`src/sv/pd_pkg.sv`:
```
// Shared types, constants and helper functions for the percent decoder.
// No dependencies; every other file of the block imports this package.
`default_nettype none

package pd_pkg;

  // Character codes used by the decoder.
  localparam logic [7:0] PERCENT_CHAR = 8'h25;
  localparam logic [7:0] CHAR_0 = 8'h30;
  localparam logic [7:0] CHAR_9 = 8'h39;
  localparam logic [7:0] CHAR_UA = 8'h41;
  localparam logic [7:0] CHAR_UF = 8'h46;
  localparam logic [7:0] CHAR_LA = 8'h61;
  localparam logic [7:0] CHAR_LF = 8'h66;
  localparam logic [3:0] HEX_TEN = 4'd10;

  // Default depth of the job queue between front and back end.
  localparam int QUEUE_DEPTH = 4;

  // Input request payload.
  typedef struct packed {
    logic [7:0] in_byte;
    logic       in_last;
  } in_t;

  // Result payload.
  typedef struct packed {
    logic [7:0] out_byte;
    logic       run_end;
    logic       string_end;
  } out_t;

  // One job: the result bytes caused by a single input request.
  typedef struct packed {
    logic [2:0][7:0] bytes;
    logic [1:0]      count;
    logic            last;
  } job_t;

  // What the front end currently holds back.
  typedef enum logic [1:0] {
    HOLD_NONE,
    HOLD_PCT,
    HOLD_DIGIT
  } hold_t;

  // True for 0-9, A-F and a-f.
  function automatic logic is_hex(input logic [7:0] c);
    is_hex = (c >= CHAR_0 && c <= CHAR_9) || (c >= CHAR_UA && c <= CHAR_UF) ||
             (c >= CHAR_LA && c <= CHAR_LF);
  endfunction

  // Nibble value of a hex digit character.
  function automatic logic [3:0] hex_val(input logic [7:0] c);
    logic [7:0] low;
    low = c | 8'h20;
    if (c >= CHAR_0 && c <= CHAR_9) begin
      hex_val = c[3:0];
    end else begin
      hex_val = 4'(low - CHAR_LA) + HEX_TEN;
    end
  endfunction

endpackage

`default_nettype wire

```
`src/sv/pd_front.sv`:
```
// Front end of the percent decoder: tracks held escape bytes and turns each
// accepted request into a job of zero to three result bytes. Uses pd_pkg.
`default_nettype none

module pd_front
  import pd_pkg::*;
(
  input  wire logic clk,
  input  wire logic rst,
  input  wire logic accept,
  input  wire in_t  in_data,
  output job_t      job,
  output logic      job_valid
);

  hold_t      state;
  hold_t      state_next;
  logic [7:0] first_hex_digit;
  logic [7:0] first_hex_digit_next;

  logic [7:0] b;
  logic       last;
  logic       hex;
  logic       starts_escape;

  assign b             = in_data.in_byte;
  assign last          = in_data.in_last;
  assign hex           = is_hex(b);
  assign starts_escape = (b == PERCENT_CHAR) && !last;

  // Next hold state and held digit.
  always_comb begin
    state_next           = HOLD_NONE;
    first_hex_digit_next = first_hex_digit;
    case (state)
      HOLD_PCT: begin
        if (hex && !last) begin
          state_next           = HOLD_DIGIT;
          first_hex_digit_next = b;
        end else if (starts_escape) begin
          state_next = HOLD_PCT;
        end
      end
      HOLD_DIGIT: begin
        if (!hex && starts_escape) begin
          state_next = HOLD_PCT;
        end
      end
      default: begin
        if (starts_escape) begin
          state_next = HOLD_PCT;
        end
      end
    endcase
  end

  // Result bytes for the current request.
  always_comb begin
    job.bytes = '0;
    job.count = 2'd0;
    job.last  = last;
    case (state)
      HOLD_PCT: begin
        if (!(hex && !last)) begin
          job.bytes[0] = PERCENT_CHAR;
          job.bytes[1] = b;
          job.count    = starts_escape ? 2'd1 : 2'd2;
        end
      end
      HOLD_DIGIT: begin
        if (hex) begin
          job.bytes[0] = {hex_val(first_hex_digit), hex_val(b)};
          job.count    = 2'd1;
        end else begin
          job.bytes[0] = PERCENT_CHAR;
          job.bytes[1] = first_hex_digit;
          job.bytes[2] = b;
          job.count    = starts_escape ? 2'd2 : 2'd3;
        end
      end
      default: begin
        job.bytes[0] = b;
        job.count    = starts_escape ? 2'd0 : 2'd1;
      end
    endcase
  end

  assign job_valid = accept && (job.count != 2'd0);

  // Hold state register.
  always_ff @(posedge clk) begin
    if (rst) begin
      state <= HOLD_NONE;
    end else if (accept) begin
      state <= state_next;
    end
  end

  // Held digit; only read while the state says a digit is held.
  always_ff @(posedge clk) begin
    if (accept) begin
      first_hex_digit <= first_hex_digit_next;
    end
  end

endmodule

`default_nettype wire

```
`src/sv/pd_queue.sv`:
```
// Small job queue that decouples the front end from the back end.
// Uses pd_pkg for the job type.
`default_nettype none

module pd_queue
  import pd_pkg::*;
#(
  parameter int DEPTH = QUEUE_DEPTH
) (
  input  wire logic clk,
  input  wire logic rst,
  input  wire logic wr_en,
  input  wire job_t wr_job,
  input  wire logic rd_en,
  output job_t      rd_job,
  output logic      full,
  output logic      empty
);

  localparam int PtrW = (DEPTH > 1) ? $clog2(DEPTH) : 1;
  localparam int CntW = $clog2(DEPTH + 1);
  localparam logic [PtrW-1:0] PtrMax = PtrW'(DEPTH - 1);
  localparam logic [CntW-1:0] CntFull = CntW'(DEPTH);

  job_t            mem [DEPTH];
  logic [PtrW-1:0] wr_ptr;
  logic [PtrW-1:0] rd_ptr;
  logic [CntW-1:0] count;

  assign full   = (count == CntFull);
  assign empty  = (count == '0);
  assign rd_job = mem[rd_ptr];

  // Storage write.
  always_ff @(posedge clk) begin
    if (wr_en) begin
      mem[wr_ptr] <= wr_job;
    end
  end

  // Pointers and fill count.
  always_ff @(posedge clk) begin
    if (rst) begin
      wr_ptr <= '0;
      rd_ptr <= '0;
      count  <= '0;
    end else begin
      if (wr_en) begin
        wr_ptr <= (wr_ptr == PtrMax) ? '0 : wr_ptr + 1'b1;
      end
      if (rd_en) begin
        rd_ptr <= (rd_ptr == PtrMax) ? '0 : rd_ptr + 1'b1;
      end
      if (wr_en && !rd_en) begin
        count <= count + 1'b1;
      end else if (rd_en && !wr_en) begin
        count <= count - 1'b1;
      end
    end
  end

endmodule

`default_nettype wire

```
`src/sv/pd_emit.sv`:
```
// Back end of the percent decoder: loads the bytes of the oldest job one per
// cycle into the result register while it is empty or popped. Uses pd_pkg.
`default_nettype none

module pd_emit
  import pd_pkg::*;
(
  input  wire logic clk,
  input  wire logic rst,
  input  wire job_t job,
  input  wire logic job_empty,
  output logic      job_pop,
  output out_t      out_data,
  output logic      out_valid,
  input  wire logic out_pop
);

  logic [1:0] idx;
  logic       load;
  logic       final_byte;

  assign load       = !job_empty && (!out_valid || out_pop);
  assign final_byte = (idx == job.count - 2'd1);
  assign job_pop    = load && final_byte;

  // Byte index within the current job.
  always_ff @(posedge clk) begin
    if (rst) begin
      idx <= 2'd0;
    end else if (load) begin
      idx <= final_byte ? 2'd0 : idx + 2'd1;
    end
  end

  // Result valid flag.
  always_ff @(posedge clk) begin
    if (rst) begin
      out_valid <= 1'b0;
    end else if (load) begin
      out_valid <= 1'b1;
    end else if (out_pop) begin
      out_valid <= 1'b0;
    end
  end

  // Result payload.
  always_ff @(posedge clk) begin
    if (load) begin
      out_data.out_byte   <= job.bytes[idx];
      out_data.run_end    <= final_byte;
      out_data.string_end <= final_byte && job.last;
    end
  end

endmodule

`default_nettype wire

```
`src/sv/percent_decoder_core.sv`:
```
// Top level of the streaming URL percent decoder; instantiates pd_front,
// pd_queue and pd_emit, and uses pd_pkg for payload types and defaults.
`default_nettype none

// Percent decoder. Bytes of an encoded string enter through a queue-style
// port (push/full) and decoded bytes leave through another (empty/pop). A '%'
// followed by two hex digits becomes one byte; anything else, including a
// broken escape, passes through literally. The front end takes one request
// every cycle while the job queue (DEPTH entries) has room, and the back end
// delivers one result byte per cycle while results are taken, so plain text
// then flows at one byte per cycle. A broken escape that yields two or three
// bytes keeps the back end busy with each byte in turn; the queue absorbs
// this, and full rises only when such bursts outrun it or when results are
// not being taken. A request's first result passes through the job queue and
// the result register before it appears on the result ports. Requests that
// complete no byte (a held '%' or digit) yield no result. There is no
// clearing pass after reset.
module percent_decoder_core
  import pd_pkg::*;
#(
  parameter int DEPTH = QUEUE_DEPTH
) (
  input  wire logic clk,
  input  wire logic rst,
  input  wire logic push,
  output logic      full,
  input  wire in_t  in_data,
  output logic      empty,
  input  wire logic pop,
  output out_t      out_data
);

  job_t front_job;
  logic front_valid;
  job_t head_job;
  logic head_empty;
  logic head_pop;
  logic out_valid;
  logic accept;

  assign accept = push && !full;
  assign empty  = !out_valid;

  // Classify requests and track held escape bytes.
  pd_front u_front (
    .clk       (clk),
    .rst       (rst),
    .accept    (accept),
    .in_data   (in_data),
    .job       (front_job),
    .job_valid (front_valid)
  );

  // Decoupling queue of jobs.
  pd_queue #(
    .DEPTH (DEPTH)
  ) u_queue (
    .clk    (clk),
    .rst    (rst),
    .wr_en  (front_valid),
    .wr_job (front_job),
    .rd_en  (head_pop),
    .rd_job (head_job),
    .full   (full),
    .empty  (head_empty)
  );

  // Serialise job bytes into the result register.
  pd_emit u_emit (
    .clk       (clk),
    .rst       (rst),
    .job       (head_job),
    .job_empty (head_empty),
    .job_pop   (head_pop),
    .out_data  (out_data),
    .out_valid (out_valid),
    .out_pop   (pop)
  );

endmodule

`default_nettype wire

```
`config.mk`:
```
export PLATFORM = sky130hd
export DESIGN_NAME = percent_decoder_core
export DESIGN_NICKNAME = d
export VERILOG_FILES = /design/src/sv/pd_pkg.sv /design/src/sv/pd_front.sv /design/src/sv/pd_queue.sv /design/src/sv/pd_emit.sv /design/src/sv/percent_decoder_core.sv
export SDC_FILE = /design/constraint.sdc
export NUM_CORES = 1
export LEC_CHECK = 0
export BUFFER_PORTS_ARGS = -buffer_cell sky130_fd_sc_hd__buf_2
export CORE_ASPECT_RATIO = 0.7
export CORE_MARGIN = 10
export CORE_UTILIZATION = 50
export DETAILED_ROUTE_END_ITERATION = 8
export PLACE_DENSITY = 0.7
export SETUP_SLACK_MARGIN = 0.05
export SLEW_MARGIN = 15
export SYNTH_ARGS = -nofsm -noshare
export SYNTH_HDL_FRONTEND = slang
export SYNTH_SLANG_ARGS = --single-unit
```
`constraint.sdc`:
```
create_clock -name clk -period 4.1 [get_ports clk]
set_input_delay 1.025 -clock clk [delete_from_list [all_inputs] [get_ports clk]]
set_output_delay 1.025 -clock clk [all_outputs]
set_load 0.01 [all_outputs]
```
==> results of run 1 <==
worst min-delay path, cell delays in order, from the launching register on:
cell                      delay, ns
sky130_fd_sc_hd__dfxtp_1       0.32
sky130_fd_sc_hd__nand2_1       0.06
sky130_fd_sc_hd__a21oi_1       0.05
state kept, by name (all words and copies together) (netlist names), named ones only:
| signal | count |
|---|---|
| u_queue.rd_ptr | 2 |
| u_queue.mem | 108 |
| u_front.state | 2 |
| u_front.first_hex_digit | 8 |
| u_emit.out_data | 10 |
| u_queue.wr_ptr | 2 |
| u_queue.count | 3 |
| u_emit.out_valid | 1 |
| u_emit.idx | 2 |
synthesized netlist by cell type (all sizes together) (2+ instances only):
cell type and instances:
a22o 9, buf 7, o22ai 11, xnor2 3, dfxtp 14, inv 22
and2 3, or2b 2, and3 12, o21bai 2, nor3 4, nor2 17
ha 15, mux2i 12, o31ai 2, o21ai 8, clkbuf 8, a21oi 19
nand3 9, xor2 3, nand2b 5, nand2 12, edfxtp 126, a31oi 2
nand4 2, a211oi 2, nor4bb 2, mux4 27
cell type report:
class / instances / share of cell area (%)
well taps: 157 / 2.826
clock buffers: 19 / 6.227
inverters: 22 / 1.188
repair buffers: 36 / 3.024
clock inverters: 13 / 2.160
multi-input cells: 197 / 26.10
flip-flops and latches: 140 / 58.48
through the flow:
step,setup WS [ns],hold slack [ns],power (mW)
6_report,0.7986,0.4759,4.271
5_1_grt,0.6044,0.5117,4.476
4_1_cts,0.8453,0.4777,4.321
3_5_place_dp,0.4142,0.4697,2.808
3_3_place_gp,0.5573,0.4531,2.780
2_1_floorplan,0.5495,0.4453,2.529
cells in the final DEF, fill, tap and decap left out, types with 3 or more instances in the layout:
master / instances
sky130_fd_sc_hd__dfxtp_1: 13
sky130_fd_sc_hd__edfxtp_1: 126
sky130_fd_sc_hd__ha_1: 15
sky130_fd_sc_hd__nor2_1: 17
sky130_fd_sc_hd__mux4_2: 25
sky130_fd_sc_hd__and3_1: 12
sky130_fd_sc_hd__nor3_1: 4
sky130_fd_sc_hd__buf_4: 12
sky130_fd_sc_hd__bufinv_16: 3
sky130_fd_sc_hd__a22o_1: 9
sky130_fd_sc_hd__nand2_1: 12
sky130_fd_sc_hd__clkinvlp_4: 3
sky130_fd_sc_hd__clkinv_1: 4
sky130_fd_sc_hd__o22ai_1: 11
sky130_fd_sc_hd__buf_2: 24
sky130_fd_sc_hd__nand2b_1: 4
sky130_fd_sc_hd__inv_1: 22
sky130_fd_sc_hd__clkbuf_16: 17
sky130_fd_sc_hd__o21ai_0: 8
sky130_fd_sc_hd__nand3_1: 9
sky130_fd_sc_hd__mux2i_1: 11
sky130_fd_sc_hd__xor2_1: 3
sky130_fd_sc_hd__a21oi_1: 19
metal layers:
layer / track usage [%] / vias up
met3: 5.097 / 12
met5: 0 / -
met2: 21.04 / 128
li1: - / 1547
met4: 4.351 / 0
met1: 21.81 / 1712
final timing paths:
kind / slack, ns / startpoint / cells past startpoint / to
setup / recovery: 0.80 / in_data[2] / 14 / u_queue.count[2]$_SDFFE_PP0P_
hold / removal: 0.48 / u_emit.out_valid$_SDFFE_PP0P_ / 2 / u_emit.out_valid$_SDFFE_PP0P_
setup reg to reg: 0.99 / flip-flop / 11 / u_queue.count[2]$_SDFFE_PP0P_
hold reg to reg: 0.48 / u_emit.out_valid$_SDFFE_PP0P_ / 2 / u_emit.out_valid$_SDFFE_PP0P_
cell families (layout without fill, tap and decap cells):
kind of cell,Yosys count,after routing,synth area share (%)
compound gates,62,62,6.743
fa+ha+maj,16,16,3.444
mux,39,39,12.26
buf+inv,37,90,2.531
xor+xnor,6,6,0.9961
flops,140,140,67.39
simple gates,74,74,6.639
where the power goes:
part           switching (mW)  internal [mW]  leakage, nW
registers              0.0871           1.77         1.33
clock network           0.564          0.947        0.273
logic                   0.483          0.417        0.886
==> flow_metrics.tcl, run 1 <==
set metrics [dict create \
    outcome "finished clean" \
    highest_layer "met4" \
    highest_clock_rate_ghz 0.3029 \
    htree_num_levels 4 \
    syn_area_um2 6031 \
    maxSlewViolCount 0 \
    synth-seq-area-share_pct 67.39 \
    post-route-cell-area_um2 6952 \
    critical_path.top_delay_family "simple AND/OR/NAND/NOR gates" \
    pin_count 25 \
    synth-async-reset-ratio_pct 0 \
    hold_buffers 0 \
    synth_seq_cells 140 \
    netlist-cell-type-count 50 \
    period_needed_ns 3.301 \
    antenna_found_initial 1 \
    yosys_top_cell_by_area "sky130_fd_sc_hd__edfxtp_1" \
    dp_hpwl_um 8010 \
    yosysTopAreaCellShare_pct 62.74 \
    placed_area_um2 6369 \
    vdd_drop_max_mv 0.3476 \
    clock_insertion_delay_worst_skew_ns 0.42 \
    gpl.final_weighted_congestion 0.9141 \
    global_route_wire_length_before_repair_um 19250 \
    synthTopCellsByArea "sky130_fd_sc_hd__edfxtp_1, sky130_fd_sc_hd__mux4_2, sky130_fd_sc_hd__dfxtp_1, sky130_fd_sc_hd__ha_1, sky130_fd_sc_hd__mux2i_1" \
    clk_pin_slew_ns 0.06 \
    cts_tree "done" \
    timing.critical_path.fanout_max 6 \
    drt_first_iter_violations 278 \
    timing.final.setup_violations 0 \
    largest_net_degree_at_the_start_of_global_routing 28 \
    tns_ns 0 \
    die_area_um2 16920 \
    avgSynthCellArea_um2 16.13 \
    wirelength_met1_um 5807 \
    layoutNonFillerInstCount 584 \
    route.vias.total 3399 \
    criticalPathCategory "primary input to flip-flop" \
    synthesis.nets 403 \
    crit_buf_inv 3 \
    final.fill_count 890 \
    first_global_vias 3443 \
    initial_core_util_pct 51.25 \
    timing.critical_path.from_type "primary input" \
    fin_worst_skew_ns 0.008464 \
    final_nets 443 \
    postCtsSetupBuffers 0 \
    slowest_stage "sky130_fd_sc_hd__fa_1" \
    clk_root_buffer_cell "sky130_fd_sc_hd__clkbuf_16" \
    drt_wl_total_um 12260 \
    drtAntennaViolNets 0 \
    wl_met3_um 847 \
    min_period_over_period_pct 80.52 \
    min_delay_worst_type "flip-flop to flip-flop" \
    rsz0062_at_grt "no" \
    wl_per_cell_um 20.99 \
    drc 0 \
    postSynth.topFlopCell "sky130_fd_sc_hd__edfxtp_1" \
    number_of_warning_messages_in_the_yosys_log 0 \
    die_w_um 151.3 \
    grt-ovfl-total 0 \
    leakage_nw 2.490 \
    max_cap_viol_count 0 \
    power_density_nw_per_um2 614.3 \
    register_area_um2 4065 \
    clock-sinks 140 \
    diodes 0 \
    drive_gt1_share_pct 22.01 \
    cts-buffers-inserted 17 \
    grt_resource_usage_total_pct 15.09 \
    std_cell_rows 33 \
    area.growth.synth_to_final_pct 15.27 \
    die_h_um 111.9 \
    io_buffer_count 24 \
    layout.core_utilization_pct 59.08 \
    crit_arrival_ns 3.65 \
    placed_cells 552 \
    detailroute.wirelength.met2_um 5476 \
    tightestPinTransition_ns 0.6288 \
    post_cts_resize_count 0 \
    multi_input_comb_area_um2 1814 \
    fp.coreArea_um2 11770 \
    critical_path_required_ns 4.45 \
    via_per_inst 5.820 \
    hold_viol_final 0 \
    endpoint_kind "flip-flop" \
    detail_route.first_pass.iterations 4 \
    max-clock-path-buffers 2 \
    max_stage_delay_ns 0.37 \
    cp_cell_sequence "buf_2 > inv_1 > ha_1 > nor4bb_1 > nor2_1 > nand4_1 > a211oi_1 > nor2_1 > ha_1 > inv_1 > fa_1 > xor2_1 > or3_1 > a21oi_1" \
    synthesis.instances 374 \
    max_transition_margin_pct 57.76 \
    synth_edf_count 126 \
]
No activity file was read; power rests on OpenSTA's default activity.
==> run 2, diff against run 1 <==
--- a/config.mk
+++ b/config.mk
@@ -5,12 +5,13 @@
 export SDC_FILE = /design/constraint.sdc
 export NUM_CORES = 1
 export LEC_CHECK = 0
+export ABC_AREA = 1
 export BUFFER_PORTS_ARGS = -buffer_cell sky130_fd_sc_hd__buf_2
 export CORE_ASPECT_RATIO = 0.7
 export CORE_MARGIN = 10
 export CORE_UTILIZATION = 50
 export DETAILED_ROUTE_END_ITERATION = 8
-export PLACE_DENSITY = 0.7
+export PLACE_DENSITY = 0.72
 export SETUP_SLACK_MARGIN = 0.05
 export SLEW_MARGIN = 15
 export SYNTH_ARGS = -nofsm -noshare
==> constraint.sdc (replaced) <==
create_clock -name clk -period 2.69 [get_ports clk]
set_input_delay 0.6725 -clock clk [delete_from_list [all_inputs] [get_ports clk]]
set_output_delay 0.6725 -clock clk [all_outputs]
set_load 0.01 [all_outputs]
==> run 2 against run 1 <==
Compared with the run above: wire length up 16%; sequential share of layout area shrank 3.9 points; register-to-register slack worse by 0.79 ns; highest routed layer unchanged; utilization rose by 4.2 points; first-iteration DRC count is 63% higher; non-clock buffer count increased by 28; area after synthesis increased by 0.48%; sequential power increased by 54%; critical endpoint unchanged; final cell count rose by 29%; global-route usage is 2.1 points higher; combinational power up 130%.
==> flow_metrics.tcl, run 2 <==
set metrics [dict create \
    outcome "finished clean" \
    criticalPathCategory "primary input to flip-flop" \
    wirelength_met1_um 6288 \
    highest_clock_rate_ghz 0.3906 \
    synth_seq_cells 140 \
    yosysTopAreaCellShare_pct 62.44 \
    min_period_over_period_pct 95.18 \
    drive_gt1_share_pct 22.35 \
    crit_arrival_ns 2.90 \
    initial_core_util_pct 51.49 \
    largest_reg_flops 108 \
    synthesis.instances 518 \
    route.vias.total 4322 \
    drc 0 \
    timing.critical_path.fanout_max 4 \
    dp_hpwl_um 9181 \
    total_power_of_the_final_layout_mw 7.274 \
    placed_cells 716 \
    highest_layer "met4" \
    cts_tree "done" \
    final_nets 611 \
    biggestRegsByFlops "u_queue.mem x108, u_emit.out_data x10, u_front.first_hex_digit x8" \
    synthesis.nets 547 \
    via_per_inst 5.747 \
    synth-seq-area-share_pct 67.07 \
    critical_path_required_ns 3.03 \
    grt-ovfl-total 0 \
    max_cap_viol_count 0 \
    clk_pin_slew_ns 0.06 \
    area.growth.synth_to_final_pct 22.82 \
    antenna_found_initial 0 \
    timing.critical_path.from_type "primary input" \
    clock-sinks 140 \
    gpl.final_weighted_congestion 0.8675 \
    power_density_nw_per_um2 977.4 \
    number_of_warning_messages_in_the_yosys_log 0 \
    min_delay_worst_type "flip-flop to flip-flop" \
    highest_count_cells_in_the_layout_ignoring_fill_and_taps "sky130_fd_sc_hd__edfxtp_1, sky130_fd_sc_hd__nor2_1, sky130_fd_sc_hd__o21ai_0, sky130_fd_sc_hd__nand2_1, sky130_fd_sc_hd__inv_1" \
    grt_resource_usage_total_pct 17.17 \
    maxSlewViolCount 0 \
    std_cell_rows 33 \
    netlist-cell-type-count 36 \
    postSynth.topFlopCell "sky130_fd_sc_hd__edfxtp_1" \
    global_route_wire_length_before_repair_um 22470 \
    synthTopCellsByArea "sky130_fd_sc_hd__edfxtp_1, sky130_fd_sc_hd__o21ai_0, sky130_fd_sc_hd__nor2_1, sky130_fd_sc_hd__dfxtp_1, sky130_fd_sc_hd__ha_1" \
    largest_net_degree_at_the_start_of_global_routing 51 \
    fin_worst_skew_ns 0.01215 \
    first_global_vias 4247 \
    drt_wl_total_um 14220 \
    drt_first_iter_violations 452 \
    layout.cells.most_common "sky130_fd_sc_hd__edfxtp_1" \
    leakage_nw 2.869 \
    detailroute.wirelength.met2_um 6327 \
    layout.core_utilization_pct 63.24 \
    wl_met3_um 1376 \
    yosys_top_cell_by_area "sky130_fd_sc_hd__edfxtp_1" \
    rsz0062_at_grt "yes" \
    period_needed_ns 2.560 \
    wl_per_cell_um 18.91 \
    synth_edf_count 126 \
    cts-buffers-inserted 17 \
    hold_viol_final 0 \
    clk_root_buffer_cell "sky130_fd_sc_hd__clkbuf_16" \
    most_frequently_used_cell_type_in_the_post_synthesis_netlist "sky130_fd_sc_hd__edfxtp_1" \
    drtAntennaViolNets 0 \
    endpoint_kind "flip-flop" \
    timing.final.setup_violations 0 \
    registers.top_by_ff_count "u_queue.mem" \
    pin_count 25 \
    synth-async-reset-ratio_pct 0 \
    max-clock-path-buffers 2 \
    clock_insertion_delay_worst_skew_ns 0.41 \
    io_buffer_count 24 \
    diodes 0 \
    detail_route.first_pass.iterations 5 \
    tightestPinTransition_ns 0.8039 \
    syn_area_um2 6060 \
    htree_num_levels 4 \
    die_w_um 151.6 \
    die_area_um2 16990 \
    avgSynthCellArea_um2 11.70 \
    die_h_um 112.1 \
    synth_common_cells "sky130_fd_sc_hd__edfxtp_1, sky130_fd_sc_hd__nor2_1, sky130_fd_sc_hd__o21ai_0" \
    vdd_drop_max_mv 0.4951 \
    max_transition_margin_pct 46.21 \
    layoutNonFillerInstCount 752 \
    fp.coreArea_um2 11770 \
]
==> run 2: final timing paths <==
kind	startpoint	to	slack, ns	cells past startpoint
min	u_front.state[1]$_SDFFE_PP0P_	u_front.state[1]$_SDFFE_PP0P_	0.49	2
max	in_data[2]	u_queue.count[2]$_SDFFE_PP0P_	0.13	22
max reg2reg	u_front.state[0]$_SDFFE_PP0P_	u_queue.count[2]$_SDFFE_PP0P_	0.20	17
min reg2reg	u_front.state[1]$_SDFFE_PP0P_	u_front.state[1]$_SDFFE_PP0P_	0.49	2
==> run 2: kinds of logic after synthesis <==
family	share of synthesized area [%]
AND/OR/NAND/NOR	10.90
flip-flops	67.07
AO/OA/AOI/OAI	13.13
buffers and inverters	4.460
adder cells (fa/ha/maj)	3.428
XOR/XNOR	1.012
==> run 2: power breakdown <==
group          leakage [nW]  total, mW  internal [mW]  switching (mW)
sequential             1.37       2.86           2.75           0.108
clock                 0.282       2.36           1.47           0.890
combinational          1.22       2.06          0.741            1.32
==> run 2: metrics by stage <==
stage / area [um^2] / setup slack (ns) / setup TNS (ns) / hold WS, ns
after floorplan: 6188 / -0.1089 / -0.2098 / 0.4505
after global placement: 6774 / -0.1574 / -0.4998 / 0.4775
after detailed placement: 6774 / -0.2670 / -6.905 / 0.4833
after CTS: 7372 / 0.1560 / 0 / 0.4901
after global routing: 7442 / -0.01758 / -0.01758 / 0.4938
final: 7442 / 0.1297 / 0 / 0.4879
==> run 2: what timing repair did <==
item / 4_1_cts / 5_1_grt
resized for setup: 0 / 13
setup buffers: 0 / 4
hold buffers: 0 / 0
setup endpoints to repair: 0 / 2
==> run 2: area by class of cell <==
type,instances,area [um^2]
sequential,140,4065
fill,881,4325
multi-input combinational,308,1874
clock inverter,13,165.2
timing repair buffer,64,505.5
inverter,51,202.7
tap,157,196.4
clock buffer,19,432.9
==> run 2: layer usage <==
layer,up-vias,global-route usage (%)
met5,-,0
met2,200,24.47
met4,0,6.781
met1,2100,23.52
met3,20,5.979
li1,2002,-
==> run 2: critical path: stages <==
cell and delay, ns:
sky130_fd_sc_hd__buf_8 0.08, sky130_fd_sc_hd__clkinvlp_4 0.12, sky130_fd_sc_hd__ha_4 0.20, sky130_fd_sc_hd__nor2_2 0.07, sky130_fd_sc_hd__nand2_1 0.05, sky130_fd_sc_hd__nand2_1 0.06, sky130_fd_sc_hd__nand2_2 0.09, sky130_fd_sc_hd__nand3_4 0.12
sky130_fd_sc_hd__nand2_4 0.06, sky130_fd_sc_hd__nand2_1 0.13, sky130_fd_sc_hd__nand2_4 0.07, sky130_fd_sc_hd__nand2_4 0.08, sky130_fd_sc_hd__nand2_8 0.05, sky130_fd_sc_hd__inv_4 0.06, sky130_fd_sc_hd__ha_4 0.13, sky130_fd_sc_hd__inv_4 0.04
sky130_fd_sc_hd__fa_2 0.36, sky130_fd_sc_hd__nor2_2 0.11, sky130_fd_sc_hd__nor2_1 0.05, sky130_fd_sc_hd__nand2_1 0.08, sky130_fd_sc_hd__o21ai_1 0.08, sky130_fd_sc_hd__a21oi_1 0.14
==> run 3, diff against run 2 <==
--- a/config.mk
+++ b/config.mk
@@ -11,7 +11,7 @@
 export CORE_MARGIN = 10
 export CORE_UTILIZATION = 50
 export DETAILED_ROUTE_END_ITERATION = 8
-export PLACE_DENSITY = 0.72
+export PLACE_DENSITY = 0.7
 export SETUP_SLACK_MARGIN = 0.05
 export SLEW_MARGIN = 15
 export SYNTH_ARGS = -nofsm -noshare
==> constraint.sdc (replaced) <==
create_clock -name clk -period 2.41 [get_ports clk]
set_input_delay 0.6025 -clock clk [delete_from_list [all_inputs] [get_ports clk]]
set_output_delay 0.6025 -clock clk [all_outputs]
set_load 0.01 [all_outputs]
==> run 3 against run 2 <==
Compared with the run above: the run now ends with setup timing left; clock skew fell by 0.0056 ns; die area did not move; design area rose by 2.9%; largest power group unchanged; sequential cell count did not move; clock-buffer cell count rose by 2; combinational power rose by 17%; final cell count rose by 3.6%; setup slack got worse by 0.17 ns; clock power rose by 8.9%.
==> flow_metrics.tcl, run 3 (synthesis gave the netlist of run 2 again) <==
set metrics [dict create \
    outcome "complete, but fails checks" \
    violated_checks "setup timing" \
    period_needed_ns 2.455 \
    initial_core_util_pct 51.49 \
    io_buffer_count 24 \
    switching_share_of_total_power_pct 31.43 \
    total_power_of_the_final_layout_mw 8.176 \
    maxSlewViolCount 0 \
    std_cell_rows 33 \
    route.vias.total 4434 \
    drive_gt1_share_pct 26.69 \
    place_worst_setup_slack_ns -0.4320 \
    tightestPinTransition_ns 0.8363 \
    vdd_drop_max_mv 0.5609 \
    registers.top_by_ff_count "u_queue.mem" \
    clk_pin_slew_ns 0.06 \
    placed_area_um2 6922 \
    max_cap_viol_count 0 \
    largest_reg_flops 108 \
    highest_clock_rate_ghz 0.4073 \
    max_stage_delay_ns 0.36 \
    first_global_vias 4383 \
    diodes 0 \
    die_w_um 151.6 \
    via_per_inst 5.692 \
    die_h_um 112.1 \
    die_area_um2 16990 \
    timing.critical_path.fanout_max 4 \
    drt_first_iter_violations 380 \
    clk_root_buffer_cell "sky130_fd_sc_hd__clkbuf_16" \
    final_nets 638 \
    biggestRegsByFlops "u_queue.mem x108, u_emit.out_data x10, u_front.first_hex_digit x8" \
    largest_net_degree_at_the_start_of_global_routing 29 \
    crit_arrival_ns 2.81 \
    cts_tree "done" \
    drt_wl_total_um 14700 \
    pin_count 25 \
    final.fill_count 863 \
    p_clk_share_pct 31.4 \
    cts-buffers-inserted 17 \
    area.growth.synth_to_final_pct 26.35 \
    multi_input_comb_area_um2 1921 \
    endpoint_kind "flip-flop" \
    highest_count_cells_in_the_layout_ignoring_fill_and_taps "sky130_fd_sc_hd__edfxtp_1, sky130_fd_sc_hd__nor2_1, sky130_fd_sc_hd__buf_4, sky130_fd_sc_hd__o21ai_0, sky130_fd_sc_hd__nand2_1" \
    htree_num_levels 4 \
    slowest_stage "sky130_fd_sc_hd__fa_2" \
    wl_per_cell_um 18.87 \
    timing.final.setup_violations 1 \
    p_switching_mw 2.569 \
    combinationalPowerShare_pct 29.5 \
    clock_insertion_delay_worst_skew_ns 0.42 \
    critical_path_required_ns 2.76 \
    dp_hpwl_um 9386 \
    max-clock-path-buffers 2 \
    hold_buffers 0 \
    fp.coreArea_um2 11770 \
    fin_worst_skew_ns 0.006539 \
    drc 0 \
    global_route_wire_length_before_repair_um 23100 \
    antenna_found_initial 0 \
    register_area_um2 4069 \
    criticalPathCategory "primary input to flip-flop" \
    min_period_over_period_pct 101.9 \
    grt_resource_usage_total_pct 17.76 \
    rsz0062_at_grt "yes" \
    leakage_nw 3.000 \
    worst_slack_ns -0.04515 \
    cp_cell_sequence "buf_8 > clkinvlp_4 > ha_4 > nor2_4 > nand2_2 > nand2_2 > nand2_4 > nand3_4 > nand3_4 > nand2_2 > nand2_4 > nand2_4 > nand2_8 > inv_4 > ha_4 > inv_4 > fa_2 > nor2_2 > nor2_1 > nand2_1 > o21ai_2 > a21oi_1" \
    power_density_nw_per_um2 1068 \
    seq_power_share_pct 39.1 \
    detail_route.first_pass.iterations 5 \
    gpl.final_weighted_congestion 0.8641 \
    hold_viol_final 0 \
    timing.critical_path.from_type "primary input" \
    min_delay_worst_type "primary input to flip-flop" \
    drtAntennaViolNets 0 \
    max_transition_margin_pct 44.04 \
    layout.cells.most_common "sky130_fd_sc_hd__edfxtp_1" \
    clock-sinks 140 \
    grt-ovfl-total 0 \
    post-route-cell-area_um2 7656 \
    p_int_mw 5.607 \
]
==> run 3: cell count changes in the layout (fill, tap and decap cells not counted), moves of 2 or more <==
cell and change:
sky130_fd_sc_hd__buf_4 +29, sky130_fd_sc_hd__nand2_1 -5, sky130_fd_sc_hd__nand2_2 +5, sky130_fd_sc_hd__inv_6 -3
sky130_fd_sc_hd__buf_12 -2, sky130_fd_sc_hd__clkbuf_1 +2, sky130_fd_sc_hd__nand3_1 -2, sky130_fd_sc_hd__nand3_2 +2
==> run 3: power by group through the flow <==
stage,logic (mW),clock network [mW],registers (mW)
2_1_floorplan,1.42,0,3.25
3_3_place_gp,2.22,0,3.22
3_5_place_dp,2.28,0,3.24
4_1_cts,2.32,2.59,3.19
5_1_grt,2.70,2.72,3.23
6_report,2.41,2.57,3.19
==> run 3: stage by stage <==
stage | utilization, % | setup TNS (ns) | hold slack [ns] | cells
6_report | 65.06 | -0.04515 | 0.4554 | 779
5_1_grt | 65.06 | -0.2649 | 0.4472 | 779
4_1_cts | 63.94 | 0 | 0.4441 | 773
3_5_place_dp | 58.82 | -28.79 | 0.4911 | 739
3_3_place_gp | 58.82 | -21.08 | 0.4764 | 739
2_1_floorplan | - | -22.18 | 0.4505 | 518
==> run 3: metal layers <==
layer,vias to the layer above,wire length [um],global-route usage [%]
met5,-,0,0
met4,0,237,7.541
met3,18,1341,4.856
met2,221,6781,26.59
met1,2147,6339,23.82
li1,2048,-,-
==> run 3: path summary, 6_finish.rpt <==
path / from / end / slack, ns / cells past startpoint
worst max-delay path: in_data[2] / u_queue.count[2]$_SDFFE_PP0P_ / -0.05 / 22
worst min-delay path: rst / u_front.state[1]$_SDFFE_PP0P_ / 0.46 / 2
worst max register to register: u_front.state[0]$_SDFFE_PP0P_ / u_queue.count[2]$_SDFFE_PP0P_ / 0.07 / 17
worst min register to register: u_queue.rd_ptr[1]$_SDFFE_PP0P_ / flip-flop / 0.48 / 2
==> run 3: worst max-delay path: cells and delay by family <==
family / cells / cell delay, ns
AND/OR/NAND/NOR: 13 / 1.05
adder cells (fa/ha/maj): 3 / 0.71
buffers and inverters: 4 / 0.27
AO/OA/AOI/OAI: 2 / 0.18
==> run 3: timing repair <==
action,4_1_cts,5_1_grt
pin swaps,3,18
buffers inserted,2,6
cloned,0,0
setup endpoints to repair,2,30
resized for setup,2,24
==> run 3: final cells by class <==
type	count	area share, %
clock buffer	21	5.753
inverter	51	2.647
sequential	140	53.15
timing repair buffer	91	8.923
multi-input combinational	308	25.09
tap	157	2.566
clock inverter	11	1.879
